===== src/hw/rtl/deadline_timer_queue_defines.svh =====
// Assertion macros for the deadline timer queue.
`ifndef DEADLINE_TIMER_QUEUE_DEFINES_SVH
`define DEADLINE_TIMER_QUEUE_DEFINES_SVH

`ifndef ASSERT_OFF
// prop must hold at every clock edge outside reset
`define DTQ_ASSERT(lbl, clk, rst_n, prop) \
  lbl: assert property (@(posedge clk) disable iff (!rst_n) prop) \
    else $error("%m: assertion failed");
// cond must never be true outside reset
`define DTQ_ASSERT_NEVER(lbl, clk, rst_n, cond) \
  lbl: assert property (@(posedge clk) disable iff (!rst_n) !(cond)) \
    else $error("%m: forbidden condition seen");
`else
`define DTQ_ASSERT(lbl, clk, rst_n, prop)
`define DTQ_ASSERT_NEVER(lbl, clk, rst_n, cond)
`endif

`endif


===== src/hw/rtl/dtq_pkg.sv =====
package dtq_pkg;

  localparam int SLOTS     = 16;
  // slot_id is 4 bits wide, so at most 16 slots are reachable
  localparam int TBL_SLOTS = (SLOTS < 16) ? SLOTS : 16;
  localparam int IDX_W     = (TBL_SLOTS > 1) ? $clog2(TBL_SLOTS) : 1;
  localparam int CNT_W     = $clog2(TBL_SLOTS + 1);
  localparam int TIME_W    = 64;

  typedef enum logic [2:0] {
    ACT_INSERT = 3'd0,
    ACT_REMOVE = 3'd1,
    ACT_ERASE  = 3'd2,
    ACT_BEAT   = 3'd3,
    ACT_CLEAR  = 3'd4
  } act_e;

  typedef enum logic [1:0] {
    ST_DONE    = 2'd0,
    ST_REJECT  = 2'd1,
    ST_MISSING = 2'd2
  } status_e;

  typedef struct packed {
    logic [2:0]               action;
    logic [3:0]               slot_id;
    logic signed [TIME_W-1:0] time_value;
  } in_word_t;

  typedef struct packed {
    logic [1:0] status;
    logic       fired_valid;
    logic [3:0] fired_slot;
    logic       last;
    logic [4:0] armed_count;
  } out_word_t;

  typedef enum logic [1:0] {
    CTL_IDLE,
    CTL_DECIDE,
    CTL_SCAN,
    CTL_POST
  } ctl_state_e;

  typedef struct packed {
    logic capture;     // latch the accepted word
    logic scan_start;  // restart the slot walk
    logic scan_step;   // issue reads during the walk
    logic commit;      // apply action, write result word
  } dp_cmd_t;

  typedef struct packed {
    logic needs_scan;  // captured action must walk the table
    logic scan_done;   // last slot has passed the compare stages
    logic more;        // beat has further expired slots to report
    logic out_free;    // output register can take a word now
  } dp_stat_t;

endpackage


===== src/hw/rtl/dtq_ram.sv =====
module dtq_ram #(
  parameter int WIDTH = 64,
  parameter int DEPTH = 16
) (
  input  logic                             clk_i,
  input  logic                             we_i,
  input  logic [$clog2(DEPTH)-1:0]         waddr_i,
  input  logic [WIDTH-1:0]                 wdata_i,
  input  logic                             re_i,
  input  logic [$clog2(DEPTH)-1:0]         raddr_i,
  output logic [WIDTH-1:0]                 rdata_o
);

  logic [WIDTH-1:0] mem_q [DEPTH];
  logic [WIDTH-1:0] rdata_q;

  always_ff @(posedge clk_i) begin
    if (we_i) begin
      mem_q[waddr_i] <= wdata_i;
    end
    if (re_i) begin
      rdata_q <= mem_q[raddr_i];
    end
  end

  assign rdata_o = rdata_q;

endmodule


===== src/hw/rtl/dtq_ctrl.sv =====
module dtq_ctrl (
  input  logic              clk_i,
  input  logic              rst_ni,
  input  logic              in_valid_i,
  output logic              in_ready_o,
  input  dtq_pkg::dp_stat_t stat_i,
  output dtq_pkg::dp_cmd_t  cmd_o
);

  dtq_pkg::ctl_state_e state_q, state_d;

  always_ff @(posedge clk_i or negedge rst_ni) begin
    if (!rst_ni) begin
      state_q <= dtq_pkg::CTL_IDLE;
    end else begin
      state_q <= state_d;
    end
  end

  always_comb begin
    state_d    = state_q;
    cmd_o      = '0;
    in_ready_o = 1'b0;
    case (state_q)
      dtq_pkg::CTL_IDLE: begin
        in_ready_o = 1'b1;
        if (in_valid_i) begin
          cmd_o.capture = 1'b1;
          state_d       = dtq_pkg::CTL_DECIDE;
        end
      end
      dtq_pkg::CTL_DECIDE: begin
        if (stat_i.needs_scan) begin
          cmd_o.scan_start = 1'b1;
          state_d          = dtq_pkg::CTL_SCAN;
        end else begin
          state_d = dtq_pkg::CTL_POST;
        end
      end
      dtq_pkg::CTL_SCAN: begin
        cmd_o.scan_step = 1'b1;
        if (stat_i.scan_done) begin
          state_d = dtq_pkg::CTL_POST;
        end
      end
      dtq_pkg::CTL_POST: begin
        if (stat_i.out_free) begin
          cmd_o.commit = 1'b1;
          if (stat_i.more) begin
            cmd_o.scan_start = 1'b1;
            state_d          = dtq_pkg::CTL_SCAN;
          end else begin
            state_d = dtq_pkg::CTL_IDLE;
          end
        end
      end
      default: begin
        state_d = dtq_pkg::CTL_IDLE;
      end
    endcase
  end

endmodule


===== src/hw/rtl/dtq_datapath.sv =====
module dtq_datapath (
  input  logic               clk_i,
  input  logic               rst_ni,
  input  dtq_pkg::in_word_t  in_word_i,
  input  dtq_pkg::dp_cmd_t   cmd_i,
  output dtq_pkg::dp_stat_t  stat_o,
  input  logic               out_ready_i,
  output logic               out_valid_o,
  output dtq_pkg::out_word_t out_word_o
);

  localparam int IW = dtq_pkg::IDX_W;
  localparam int CW = dtq_pkg::CNT_W;
  localparam int TW = dtq_pkg::TIME_W;

  // captured word
  logic [2:0]           act_q;
  logic [3:0]           slot_q;
  logic signed [TW-1:0] time_q;

  // timer state
  logic [dtq_pkg::TBL_SLOTS-1:0] armed_q, armed_d;
  logic [CW-1:0]                 count_q, count_d;

  // walk: address, ram read stage, compare stage
  logic [CW-1:0]        addr_q;
  logic                 rd_vld_q;
  logic [IW-1:0]        rd_idx_q;
  logic                 s2_vld_q, s2_cand_q;
  logic [IW-1:0]        s2_idx_q;
  logic signed [TW-1:0] s2_data_q;

  // walk results
  logic                 found_q;
  logic [CW-1:0]        cand_cnt_q;
  logic signed [TW-1:0] best_q;
  logic [IW-1:0]        best_idx_q;
  logic signed [TW-1:0] prev_q;
  logic                 have_prev_q;

  // output register
  logic               out_valid_q;
  dtq_pkg::out_word_t out_q, res;

  logic                 issue, slot_ok, is_beat, cand, ins_ok, we;
  logic [IW-1:0]        sidx;
  logic signed [TW-1:0] rdata;

  assign sidx    = slot_q[IW-1:0];
  assign slot_ok = ({1'b0, slot_q} < 5'(dtq_pkg::TBL_SLOTS));
  assign is_beat = (act_q == dtq_pkg::ACT_BEAT);
  assign issue   = cmd_i.scan_step && (addr_q != CW'(dtq_pkg::TBL_SLOTS));
  assign ins_ok  = slot_ok && !armed_q[sidx] && !found_q;

  dtq_ram #(
    .WIDTH (TW),
    .DEPTH (dtq_pkg::TBL_SLOTS)
  ) u_deadlines (
    .clk_i   (clk_i),
    .we_i    (we),
    .waddr_i (sidx),
    .wdata_i (time_q),
    .re_i    (issue),
    .raddr_i (addr_q[IW-1:0]),
    .rdata_o (rdata)
  );

  // stage A: eligibility of the slot just read
  always_comb begin
    if (is_beat) begin
      cand = !(time_q < rdata) && (!have_prev_q || (rdata > prev_q));
    end else begin
      cand = (rdata == time_q);
    end
    cand = cand && rd_vld_q && armed_q[rd_idx_q];
  end

  // result word and state update for the captured action
  always_comb begin
    res         = '0;
    res.last    = 1'b1;
    res.status  = dtq_pkg::ST_MISSING;
    armed_d     = armed_q;
    count_d     = count_q;
    we          = 1'b0;
    case (act_q)
      dtq_pkg::ACT_INSERT: begin
        if (!slot_ok) begin
          res.status = dtq_pkg::ST_MISSING;
        end else if (!ins_ok) begin
          res.status = dtq_pkg::ST_REJECT;
        end else begin
          res.status    = dtq_pkg::ST_DONE;
          we            = cmd_i.commit;
          armed_d[sidx] = 1'b1;
          count_d       = count_q + CW'(1);
        end
      end
      dtq_pkg::ACT_REMOVE: begin
        if (slot_ok && armed_q[sidx]) begin
          res.status    = dtq_pkg::ST_DONE;
          armed_d[sidx] = 1'b0;
          count_d       = count_q - CW'(1);
        end
      end
      dtq_pkg::ACT_ERASE: begin
        if (found_q) begin
          res.status          = dtq_pkg::ST_DONE;
          armed_d[best_idx_q] = 1'b0;
          count_d             = count_q - CW'(1);
        end
      end
      dtq_pkg::ACT_BEAT: begin
        res.status = dtq_pkg::ST_DONE;
        if (found_q) begin
          res.fired_valid = 1'b1;
          res.fired_slot  = 4'(best_idx_q);
          res.last        = (cand_cnt_q == CW'(1));
        end
      end
      dtq_pkg::ACT_CLEAR: begin
        res.status = dtq_pkg::ST_DONE;
        armed_d    = '0;
        count_d    = '0;
      end
      default: begin
        res.status = dtq_pkg::ST_MISSING;
      end
    endcase
    res.armed_count = 5'(count_d);
  end

  // control state
  always_ff @(posedge clk_i or negedge rst_ni) begin
    if (!rst_ni) begin
      armed_q     <= '0;
      count_q     <= '0;
      addr_q      <= '0;
      rd_vld_q    <= 1'b0;
      s2_vld_q    <= 1'b0;
      found_q     <= 1'b0;
      cand_cnt_q  <= '0;
      have_prev_q <= 1'b0;
      out_valid_q <= 1'b0;
    end else begin
      if (cmd_i.scan_start) begin
        addr_q     <= '0;
        rd_vld_q   <= 1'b0;
        s2_vld_q   <= 1'b0;
        found_q    <= 1'b0;
        cand_cnt_q <= '0;
      end else begin
        if (issue) begin
          addr_q <= addr_q + CW'(1);
        end
        rd_vld_q <= issue;
        s2_vld_q <= rd_vld_q;
        if (s2_vld_q && s2_cand_q) begin
          found_q    <= 1'b1;
          cand_cnt_q <= cand_cnt_q + CW'(1);
        end
      end
      if (cmd_i.capture) begin
        have_prev_q <= 1'b0;
      end else if (cmd_i.commit && is_beat && found_q) begin
        have_prev_q <= 1'b1;
      end
      if (cmd_i.commit) begin
        armed_q     <= armed_d;
        count_q     <= count_d;
        out_valid_q <= 1'b1;
      end else if (out_ready_i) begin
        out_valid_q <= 1'b0;
      end
    end
  end

  // payload
  always_ff @(posedge clk_i) begin
    if (cmd_i.capture) begin
      act_q  <= in_word_i.action;
      slot_q <= in_word_i.slot_id;
      time_q <= in_word_i.time_value;
    end
    rd_idx_q  <= addr_q[IW-1:0];
    s2_cand_q <= cand;
    s2_idx_q  <= rd_idx_q;
    s2_data_q <= rdata;
    if (s2_vld_q && s2_cand_q && (!found_q || (s2_data_q < best_q))) begin
      best_q     <= s2_data_q;
      best_idx_q <= s2_idx_q;
    end
    if (cmd_i.commit && is_beat && found_q) begin
      prev_q <= best_q;
    end
    if (cmd_i.commit) begin
      out_q <= res;
    end
  end

  assign stat_o.needs_scan = ((act_q == dtq_pkg::ACT_INSERT) && slot_ok && !armed_q[sidx])
                             || (act_q == dtq_pkg::ACT_ERASE) || is_beat;
  assign stat_o.scan_done  = s2_vld_q && (s2_idx_q == IW'(dtq_pkg::TBL_SLOTS - 1));
  assign stat_o.more       = is_beat && found_q && (cand_cnt_q > CW'(1));
  assign stat_o.out_free   = !out_valid_q || out_ready_i;

  assign out_valid_o = out_valid_q;
  assign out_word_o  = out_q;

endmodule


===== src/hw/rtl/deadline_timer_queue.sv =====
// Deadline timer queue: 16 timer slots, one word in, one or more words out.
// Remove, clear, unknown actions and inserts to an armed or out-of-range slot commit
// without a walk; other inserts, erase and beat walk all slots first. A beat then
// walks again once per further expired slot, one word per walk. One word in service;
// the next word can be accepted in the cycle after the last commit.
// Reset: all slots disarmed, count zero; deadline memory is not cleared.
`include "deadline_timer_queue_defines.svh"

module deadline_timer_queue (
  input  logic               clk_i,
  input  logic               rst_ni,
  input  logic               in_valid_i,
  output logic               in_ready_o,
  input  dtq_pkg::in_word_t  in_word_i,
  output logic               out_valid_o,
  input  logic               out_ready_i,
  output dtq_pkg::out_word_t out_word_o
);

  // Controller sequences each word: capture, optional slot walk, commit.
  // A beat repeats the walk once per expired slot, each walk picking the
  // smallest deadline above the one reported before, so words come out in
  // ascending deadline order. The walk also counts remaining candidates so
  // the final word knows it is last.
  dtq_pkg::dp_cmd_t  cmd;
  dtq_pkg::dp_stat_t stat;

  dtq_ctrl u_ctrl (
    .clk_i      (clk_i),
    .rst_ni     (rst_ni),
    .in_valid_i (in_valid_i),
    .in_ready_o (in_ready_o),
    .stat_i     (stat),
    .cmd_o      (cmd)
  );

  // Datapath holds the armed flags, the deadline memory, the two-stage
  // compare pipeline of the walk and the output register. The output
  // register lets a new word be accepted while the last result waits.
  dtq_datapath u_dp (
    .clk_i       (clk_i),
    .rst_ni      (rst_ni),
    .in_word_i   (in_word_i),
    .cmd_i       (cmd),
    .stat_o      (stat),
    .out_ready_i (out_ready_i),
    .out_valid_o (out_valid_o),
    .out_word_o  (out_word_o)
  );

  // A result is only written when the output register can take it.
  `DTQ_ASSERT_NEVER(a_commit_needs_room, clk_i, rst_ni, cmd.commit && !stat.out_free)

  // In the cycle after accepting a word the block is busy.
  `DTQ_ASSERT(a_busy_after_accept, clk_i, rst_ni, (in_valid_i && in_ready_o) |=> !in_ready_o)

  // A fired slot is always reported with status done.
  `DTQ_ASSERT(a_fired_done, clk_i, rst_ni, (out_valid_o && out_word_o.fired_valid) |-> (out_word_o.status == dtq_pkg::ST_DONE))

  // The armed count never exceeds the table size.
  `DTQ_ASSERT(a_count_bound, clk_i, rst_ni, out_valid_o |-> (out_word_o.armed_count <= 5'(dtq_pkg::TBL_SLOTS)))

endmodule


===== config.mk =====
export PLATFORM = sky130hd
export DESIGN_NAME = deadline_timer_queue
export DESIGN_NICKNAME = d
export VERILOG_FILES = /design/src/hw/rtl/dtq_pkg.sv /design/src/hw/rtl/dtq_ram.sv /design/src/hw/rtl/dtq_ctrl.sv /design/src/hw/rtl/dtq_datapath.sv /design/src/hw/rtl/deadline_timer_queue.sv
export VERILOG_INCLUDE_DIRS = /design/src /design/src/hw/rtl
export SDC_FILE = /design/constraint.sdc
export NUM_CORES = 2
export LEC_CHECK = 0
export ABC_CLOCK_PERIOD_IN_PS = 8100
export BUFFER_PORTS_ARGS = -buffer_cell sky130_fd_sc_hd__buf_2
export CAP_MARGIN = 20
export CELL_PAD_IN_SITES_DETAIL_PLACEMENT = 1
export CELL_PAD_IN_SITES_GLOBAL_PLACEMENT = 2
export CORE_UTILIZATION = 40
export DETAILED_ROUTE_END_ITERATION = 10
export GPL_TIMING_DRIVEN = 0
export PLACE_DENSITY_LB_ADDON = 0.25
export SLEW_MARGIN = 20
export SYNTH_ARGS = -nofsm -noshare
export SYNTH_HDL_FRONTEND = slang
export SYNTH_SLANG_ARGS = --single-unit
export TNS_END_PERCENT = 20

===== constraint.sdc =====
create_clock -name clk_i -period 8.1 [get_ports clk_i]
set_input_delay 0.81 -clock clk_i [delete_from_list [all_inputs] [get_ports clk_i]]
set_output_delay 0.81 -clock clk_i [all_outputs]
set_load 0.05 [all_outputs]

-- Word-level counts from Yosys, hierarchy flattened
Memories as Yosys holds them, arrays and structs flattened. A register that Yosys moved wholly into a read port is not among the register bits.
Cells that the tools add are included.
- reduce and logical (&&, ||, !) cells: 36
- muxes and demuxes: 54
- equality and inequality tests: 17
- bitwise gates (word level): 5
- order comparisons: 9
- add/sub/neg operators: 4
- operators by type and width (cell ; count):
    $lt A64 B64 Y1 ; 2
    $eq A64 B64 Y1 ; 1
    $gt A64 B64 Y1 ; 1
    $pmux W16 S4 ; 1
    $mux W16 ; 3
    $mux W5 ; 7
    $and A16 B16 Y16 ; 2
    $not A16 Y16 ; 2
    $mux W1 ; 28
    $pmux W5 S4 ; 1
    $or A16 B16 Y16 ; 1
    $pmux W2 S4 ; 2
    $add A5 B1 Y5 const B ; 3
    $logic_and A1 B1 Y1 ; 15
    $lt A4 B5 Y1 const B ; 3
    $mux W2 ; 6
    $bmux W1 S4 ; 2
    $demux W1 S4 ; 2
    $ge A4 B1 Y1 const B ; 2
    $reduce_bool A2 Y1 ; 4
    $eq A3 B2 Y1 const B ; 2
    $mux W6 ; 1
    $ne A2 B1 Y1 const B ; 3
    $ne A2 B2 Y1 const B ; 3
    other kinds (19) ; 28
- register bits: 327
- RAM bits: 1024
- word-level logic and storage cells: 151
- memories kept: 1
- output and inout bits: 15
- memory list (memory ; depth ; bits a word ; rd ports ; clocked after Yosys merged registers in ; wr ports ; RTL line ; RTL):
    u_dp.u_deadlines.mem_q ; 16 ; 64 ; 1 ; 1 ; 1 ; dtq_ram.sv:14 ; logic [WIDTH-1:0] mem_q [DEPTH];

-- Logic depth before layout (Yosys ltp)
- word-level depth: 9
- depth in mapped cells: 10

-- Modules after synthesis
A second synthesis with hierarchy kept.
- cell total of the unflattened synthesis: 2940
- area total of the unflattened synthesis: 55831.0 sq um
- by module, submodules not included (module ; instances ; area each (sq um) ; cells each):
    dtq_ram ; 1 ; 40222.3 ; 1647
    dtq_datapath ; 1 ; 15478.6 ; 1279
    dtq_ctrl ; 1 ; 130.1 ; 14

-- Worst setup path after synthesis
No wires, ideal clock.
- path type: reg2reg
- start: register u_dp.addr_q[0]
- end: register u_dp.addr_q[3]
- data required time: 8027 ps
- arrival time: 7600 ps
- path buffers: 3
- clock period less this slack: 7673 ps
- library setup time: 73 ps
- path slack: 427 ps
- stages on the path, launching flop included: 11
- path through: dfrtp_1 clkbuf_1 buf_2 clkbuf_1 inv_1 ha_1 nor4bb_1 nor3b_1 nand4_1 xor2_1 nor2_1
- longest elaborated chain between the ends: 3
- RTL lines (what ; RTL line ; RTL):
    from (decl) ; dtq_datapath.sv:26 ; logic [CW-1:0] addr_q;
    from (signal assigned) ; dtq_datapath.sv:154 ; addr_q <= addr_q + CW'(1);
    $ne A5 B5 Y1 ; dtq_datapath.sv:52 ; assign issue = cmd_i.scan_step && (addr_q != CW'(dtq_pkg::TBL_SLOTS));
    $logic_and A1 B1 Y1 ; dtq_datapath.sv:52 ;
    net u_dp.issue ; dtq_datapath.sv:45 ; logic issue, slot_ok, is_beat, cand, ins_ok, we;
    $reduce_bool A2 Y1 (no source line) ; n/a ;
The timed path passes the listed nets, and every way through them passes these cells. The select of a mux whose other input is x is not followed.
A chain may end at the register's enable or synchronous reset.

-- Worst setup path in the final report
- start: register u_dp.addr_q[0]
- end: register u_dp.u_deadlines.rdata_q[27], in the netlist u_dp.u_deadlines.rdata_o[27], read port of u_dp.u_deadlines.mem_q, enable pin
- longest elaborated chain between the ends: 2
- RTL lines (what ; RTL line ; RTL):
    $ne A5 B5 Y1 ; dtq_datapath.sv:52 ;
    $logic_and A1 B1 Y1 ; dtq_datapath.sv:52 ;
    net u_dp.issue ; dtq_datapath.sv:45 ;
    to (decl) ; dtq_ram.sv:15 ; logic [WIDTH-1:0] rdata_q;
The timed path passes the listed nets, and every way through them passes these cells.

==> summary.txt <==
======================================================================================================
Wire length of the first global-routing pass                                                  207.9 mm
Commonest cells after routing, fill and taps aside                                        sky130_fd_sc_hd__edfxtp_1 (1304), sky130_fd_sc_hd__mux4_2 (327), sky130_fd_sc_hd__inv_1 (205)
Die Footprint                                                                               140800 µm²
Worst skew pair latency                                                                        0.79 ns
Flip-flop and latch count after synthesis                                                         1415
Fraction of post-synthesis cell area in the top cell type by area                               0.7028
Clock transition at the register clock pins on the worst setup and hold paths after CTS        0.06 ns
Cell variety after synth                                                                            64
Normalized max-slew margin                                                                      0.2335
Routability cong.                                                                               0.7785
Chip height                                                                                   375.2 µm
Synthesized area divided by synthesized cell count                                           19.89 µm²
Period utilisation layout                                                                       0.6529
Number of enable-type register cells in the synthesized netlist                                   1304
Cts bufs inserted                                                                                  153
Crit end category                                                                             register
Average vias per placed instance                                                                 5.519
Total power density per cell area                                                         332.4 nW/µm²
Htree depth                                                                                          4
Count of cell instances traversed by the critical path                                              12
Slack of the worst reg-to-reg path                                                             2.81 ns
Length of routed met3 wiring                                                                  8.658 mm
GR Util All Layers                                                                              0.2059
Width of the die                                                                              375.2 µm
Post-synthesis cell count                                                                         2801
WL/cell                                                                                       28.25 µm
Share of synthesized cell area in full adder, half adder and majority cells                    0.04424
Most common cell after layout, fill and taps aside                                        sky130_fd_sc_hd__edfxtp_1
Setup Buffers After CTS                                                                              0
Cell type with the highest aggregate area in the netlist                                  sky130_fd_sc_hd__edfxtp_1
Sequence of cells on the critical path                                                    clkbuf_1 -> buf_2 -> clkbuf_1 -> inv_1 -> ha_1 -> nor4bb_1 -> nor3b_2 -> buf_4 -> buf_6 -> buf_4 -> buf_4 -> buf_4
Pin count of the biggest net entering global routing                                                45
Cells taking the most area after synthesis                                                sky130_fd_sc_hd__edfxtp_1 (70%), sky130_fd_sc_hd__mux4_2 (13%), sky130_fd_sc_hd__ha_1 (4.4%)
Slowest-stage cell, CP                                                                    sky130_fd_sc_hd__clkbuf_1
Synthesis-to-layout area growth                                                                 18.05%
Most frequent cell on the critical path                                                   sky130_fd_sc_hd__buf_4
WL met2                                                                                       69.96 mm
CTS tree                                                                                           yes
Count of cells resized by post-cts repair                                                            0
Post-detailed-route count of antenna-violating nets                                                  0
Final period demand of the worst path                                                         5.288 ns
Internal power consumption                                                                   0.01548 W
Number of top-level pins                                                                            90
HPWL after detailed placement                                                                 97.47 mm
Count of yosys warnings during synthesis                                                             0
Final number of hold-violating endpoints                                                             0
Static leakage power                                                                          22.51 nW
Final Slew Violations                                                                                0
Unrepaired setup endpoints after global routing                                                  false
Category of cells accounting for the largest share of critical-path delay                 buffers and inverters
Run status                                                                                complete, no violations
Fillers                                                                                          12576
Root buffer selected by CTS                                                               sky130_fd_sc_hd__clkbuf_16
Effective utilization at floorplan                                                              0.4042
Vias in the first global route                                                                   30122
Max Clk Rate                                                                                 189.1 MHz
Number of max-capacitance violations reported                                                        0
Nature of the critical path startpoint                                                        register
Setup TNS                                                                                         0 ns
Total cell area at the placement stage                                                       60680 µm²
Arrival @ worst endpoint                                                                       5.76 ns
Delay of the slowest critical-path stage                                                       0.87 ns
Count of placed standard cells including taps                                                     4780
Drt drc                                                                                              0
IO buf count                                                                                        89
Final #Nets                                                                                       3413
Routed Wire Length                                                                            143.0 mm
Total overflow reported by the global router                                                         0
Number of antenna violations at the first check in global routing                                    5
Via count                                                                                        27926
Initial DRC Count                                                                                 2542
Switching share of total power                                                                  0.2922
Critical path start-end classification                                                    register to register
Proportion of synthesized area in mux cells                                                     0.1341
Number of cells in the finished layout apart from fillers                                         5060
Dominant register cell in the synthesized netlist                                         sky130_fd_sc_hd__edfxtp_1
Met1 WL                                                                                       61.46 mm
CTS hold repair buffers                                                                              0
Ant. Diodes                                                                                          0
Register area share after synthesis                                                             0.7461
Summed instance area of the synthesized netlist                                              55720 µm²
Slew of the pin with the lowest slew margin                                                   1.150 ns
Area fraction in compound gates after synthesis                                                0.02735
Net Count, Synth                                                                                  3073
R2r worst-path depth                                                                                12
Worst min-delay path category                                                             input port to asynchronous set/reset pin
Number of standard-cell rows in the floorplan                                                      136
Reg power frac                                                                                   0.436
Skew final                                                                                  0.03010 ns
Net switching power                                                                         0.006389 W
Critical path peak fanout                                                                           10
Relative contribution of combinational cells to total power                                      0.240
Final setup violating endpoints                                                                      0
Buf/Inv on CP                                                                                        9
Non-Filler Cell Area, Final                                                                  65780 µm²
FFs w/ async S/R, synth                                                                        0.02686
Worst ir drop on vdd                                                                       0.0001715 V
Top routing layer in use                                                                          met4
Fraction of final layout cells sized beyond drive strength 1                                    0.2434
Largest family of logic cells by synthesized area                                         multiplexers
Xor-xnor portion of the synthesized cell area                                                 0.001572
Clock power share                                                                                0.324
Placeable core region                                                                       137800 µm²
Required time at the worst-slack endpoint                                                      8.57 ns
First-pass iteration count of the detailed router                                                    6
Clk sinks                                                                                         1415
Post-synthesis simple-gate area fraction                                                       0.02621
Clock Path Buffers                                                                                   3
======================================================================================================
flip-flops by register name, summed over array words and instances, names as in the netlist, 2 cells and up:
signal / count
u_dp.u_deadlines.mem_q: 1024
u_dp.best_q: 64
u_dp.prev_q: 64
u_dp.s2_data_q: 64
u_dp.time_q: 64
u_dp.u_deadlines.rdata_o: 64
u_dp.armed_q: 16
u_dp.out_word_o: 13
u_dp.addr_q: 5
u_dp.cand_cnt_q: 5
u_dp.count_q: 5
u_dp.best_idx_q: 4
u_dp.rd_idx_q: 4
u_dp.s2_idx_q: 4
u_dp.sidx: 4
u_dp.act_q: 3
u_ctrl.state_q: 2
layer usage:
| metal | up-vias | track usage |
|---|---|---|
| li1 | 12012 | - |
| met1 | 14910 | 0.2815 |
| met2 | 810 | 0.3366 |
| met3 | 194 | 0.03994 |
| met4 | 0 | 0.05768 |
| met5 | - | 0 |
cell families (layout without fill, tap and decap cells):
family	count (synthesis)	count (layout)
multiplexers	334	334
adder cells (fa/ha/maj)	197	197
XOR/XNOR	10	10
AO/OA/AOI/OAI	259	259
AND/OR/NAND/NOR	288	288
buffers and inverters	298	763
flip-flops	1415	1415
per-stage QoR:
step / setup WS (ns) / hold WS (ns) / utilization / power (W)
after detailed placement: 2.849 / 0.3977 / 0.4402 / 0.01500
after global placement: -7.638 / 0.3826 / 0.4238 / 0.01472
after floorplan: 0.4268 / 0.3383 / - / 0.01295
after CTS: 2.808 / 0.1257 / 0.4772 / 0.02217
after global routing: 2.632 / 0.1508 / 0.4772 / 0.02282
final: 2.812 / 0.1819 / 0.4772 / 0.02187
power by group through the flow:
stage	clock [W]	sequential, W	combinational [W]
finish	0.00708	0.00954	0.00524
global route	0.00749	0.00962	0.00571
CTS	0.00726	0.00955	0.00536
detailed placement	0	0.00969	0.00531
global placement	0	0.00969	0.00502
floorplan	0	0.00946	0.00350
cells in the mapped netlist (17+ instances only):
master	n
sky130_fd_sc_hd__edfxtp_1	1304
sky130_fd_sc_hd__mux4_2	327
sky130_fd_sc_hd__inv_1	205
sky130_fd_sc_hd__ha_1	197
sky130_fd_sc_hd__o21ai_0	93
sky130_fd_sc_hd__a21oi_1	78
sky130_fd_sc_hd__dfxtp_1	73
sky130_fd_sc_hd__nor2_1	72
sky130_fd_sc_hd__clkbuf_1	59
sky130_fd_sc_hd__nand2_1	57
sky130_fd_sc_hd__nand4_1	44
sky130_fd_sc_hd__dfrtp_1	38
sky130_fd_sc_hd__buf_1	27
sky130_fd_sc_hd__nor3_1	25
sky130_fd_sc_hd__a21o_1	23
sky130_fd_sc_hd__nand3_1	17
layout make-up:
class / count / area (µm²) / share of cell area
clock inverter: 73 / 830.8 / 0.01263
buffer: 92 / 392.9 / 0.005973
multi-input combinational: 1088 / 13170 / 0.2002
clock buffer: 207 / 4260 / 0.06477
timing repair buffer: 185 / 2540 / 0.03861
sequential: 1415 / 41570 / 0.6320
inverter: 206 / 773.2 / 0.01176
tap: 1794 / 2245 / 0.03412
final timing paths:
check,startpoint,to
max reg2reg,u_dp.addr_q[0],u_dp.u_deadlines.rdata_o[27]
min,rst_ni,u_dp.cand_cnt_q[4]
max,u_dp.addr_q[0],u_dp.u_deadlines.rdata_o[27]
min in group clk_i,in_word_i[33],u_dp.time_q[33]
min reg2reg,u_dp.rd_idx_q[2],u_dp.s2_idx_q[2]
max in group asynchronous,rst_ni,u_dp.armed_q[12]
Note: power is estimated with default switching activity, not from simulation.
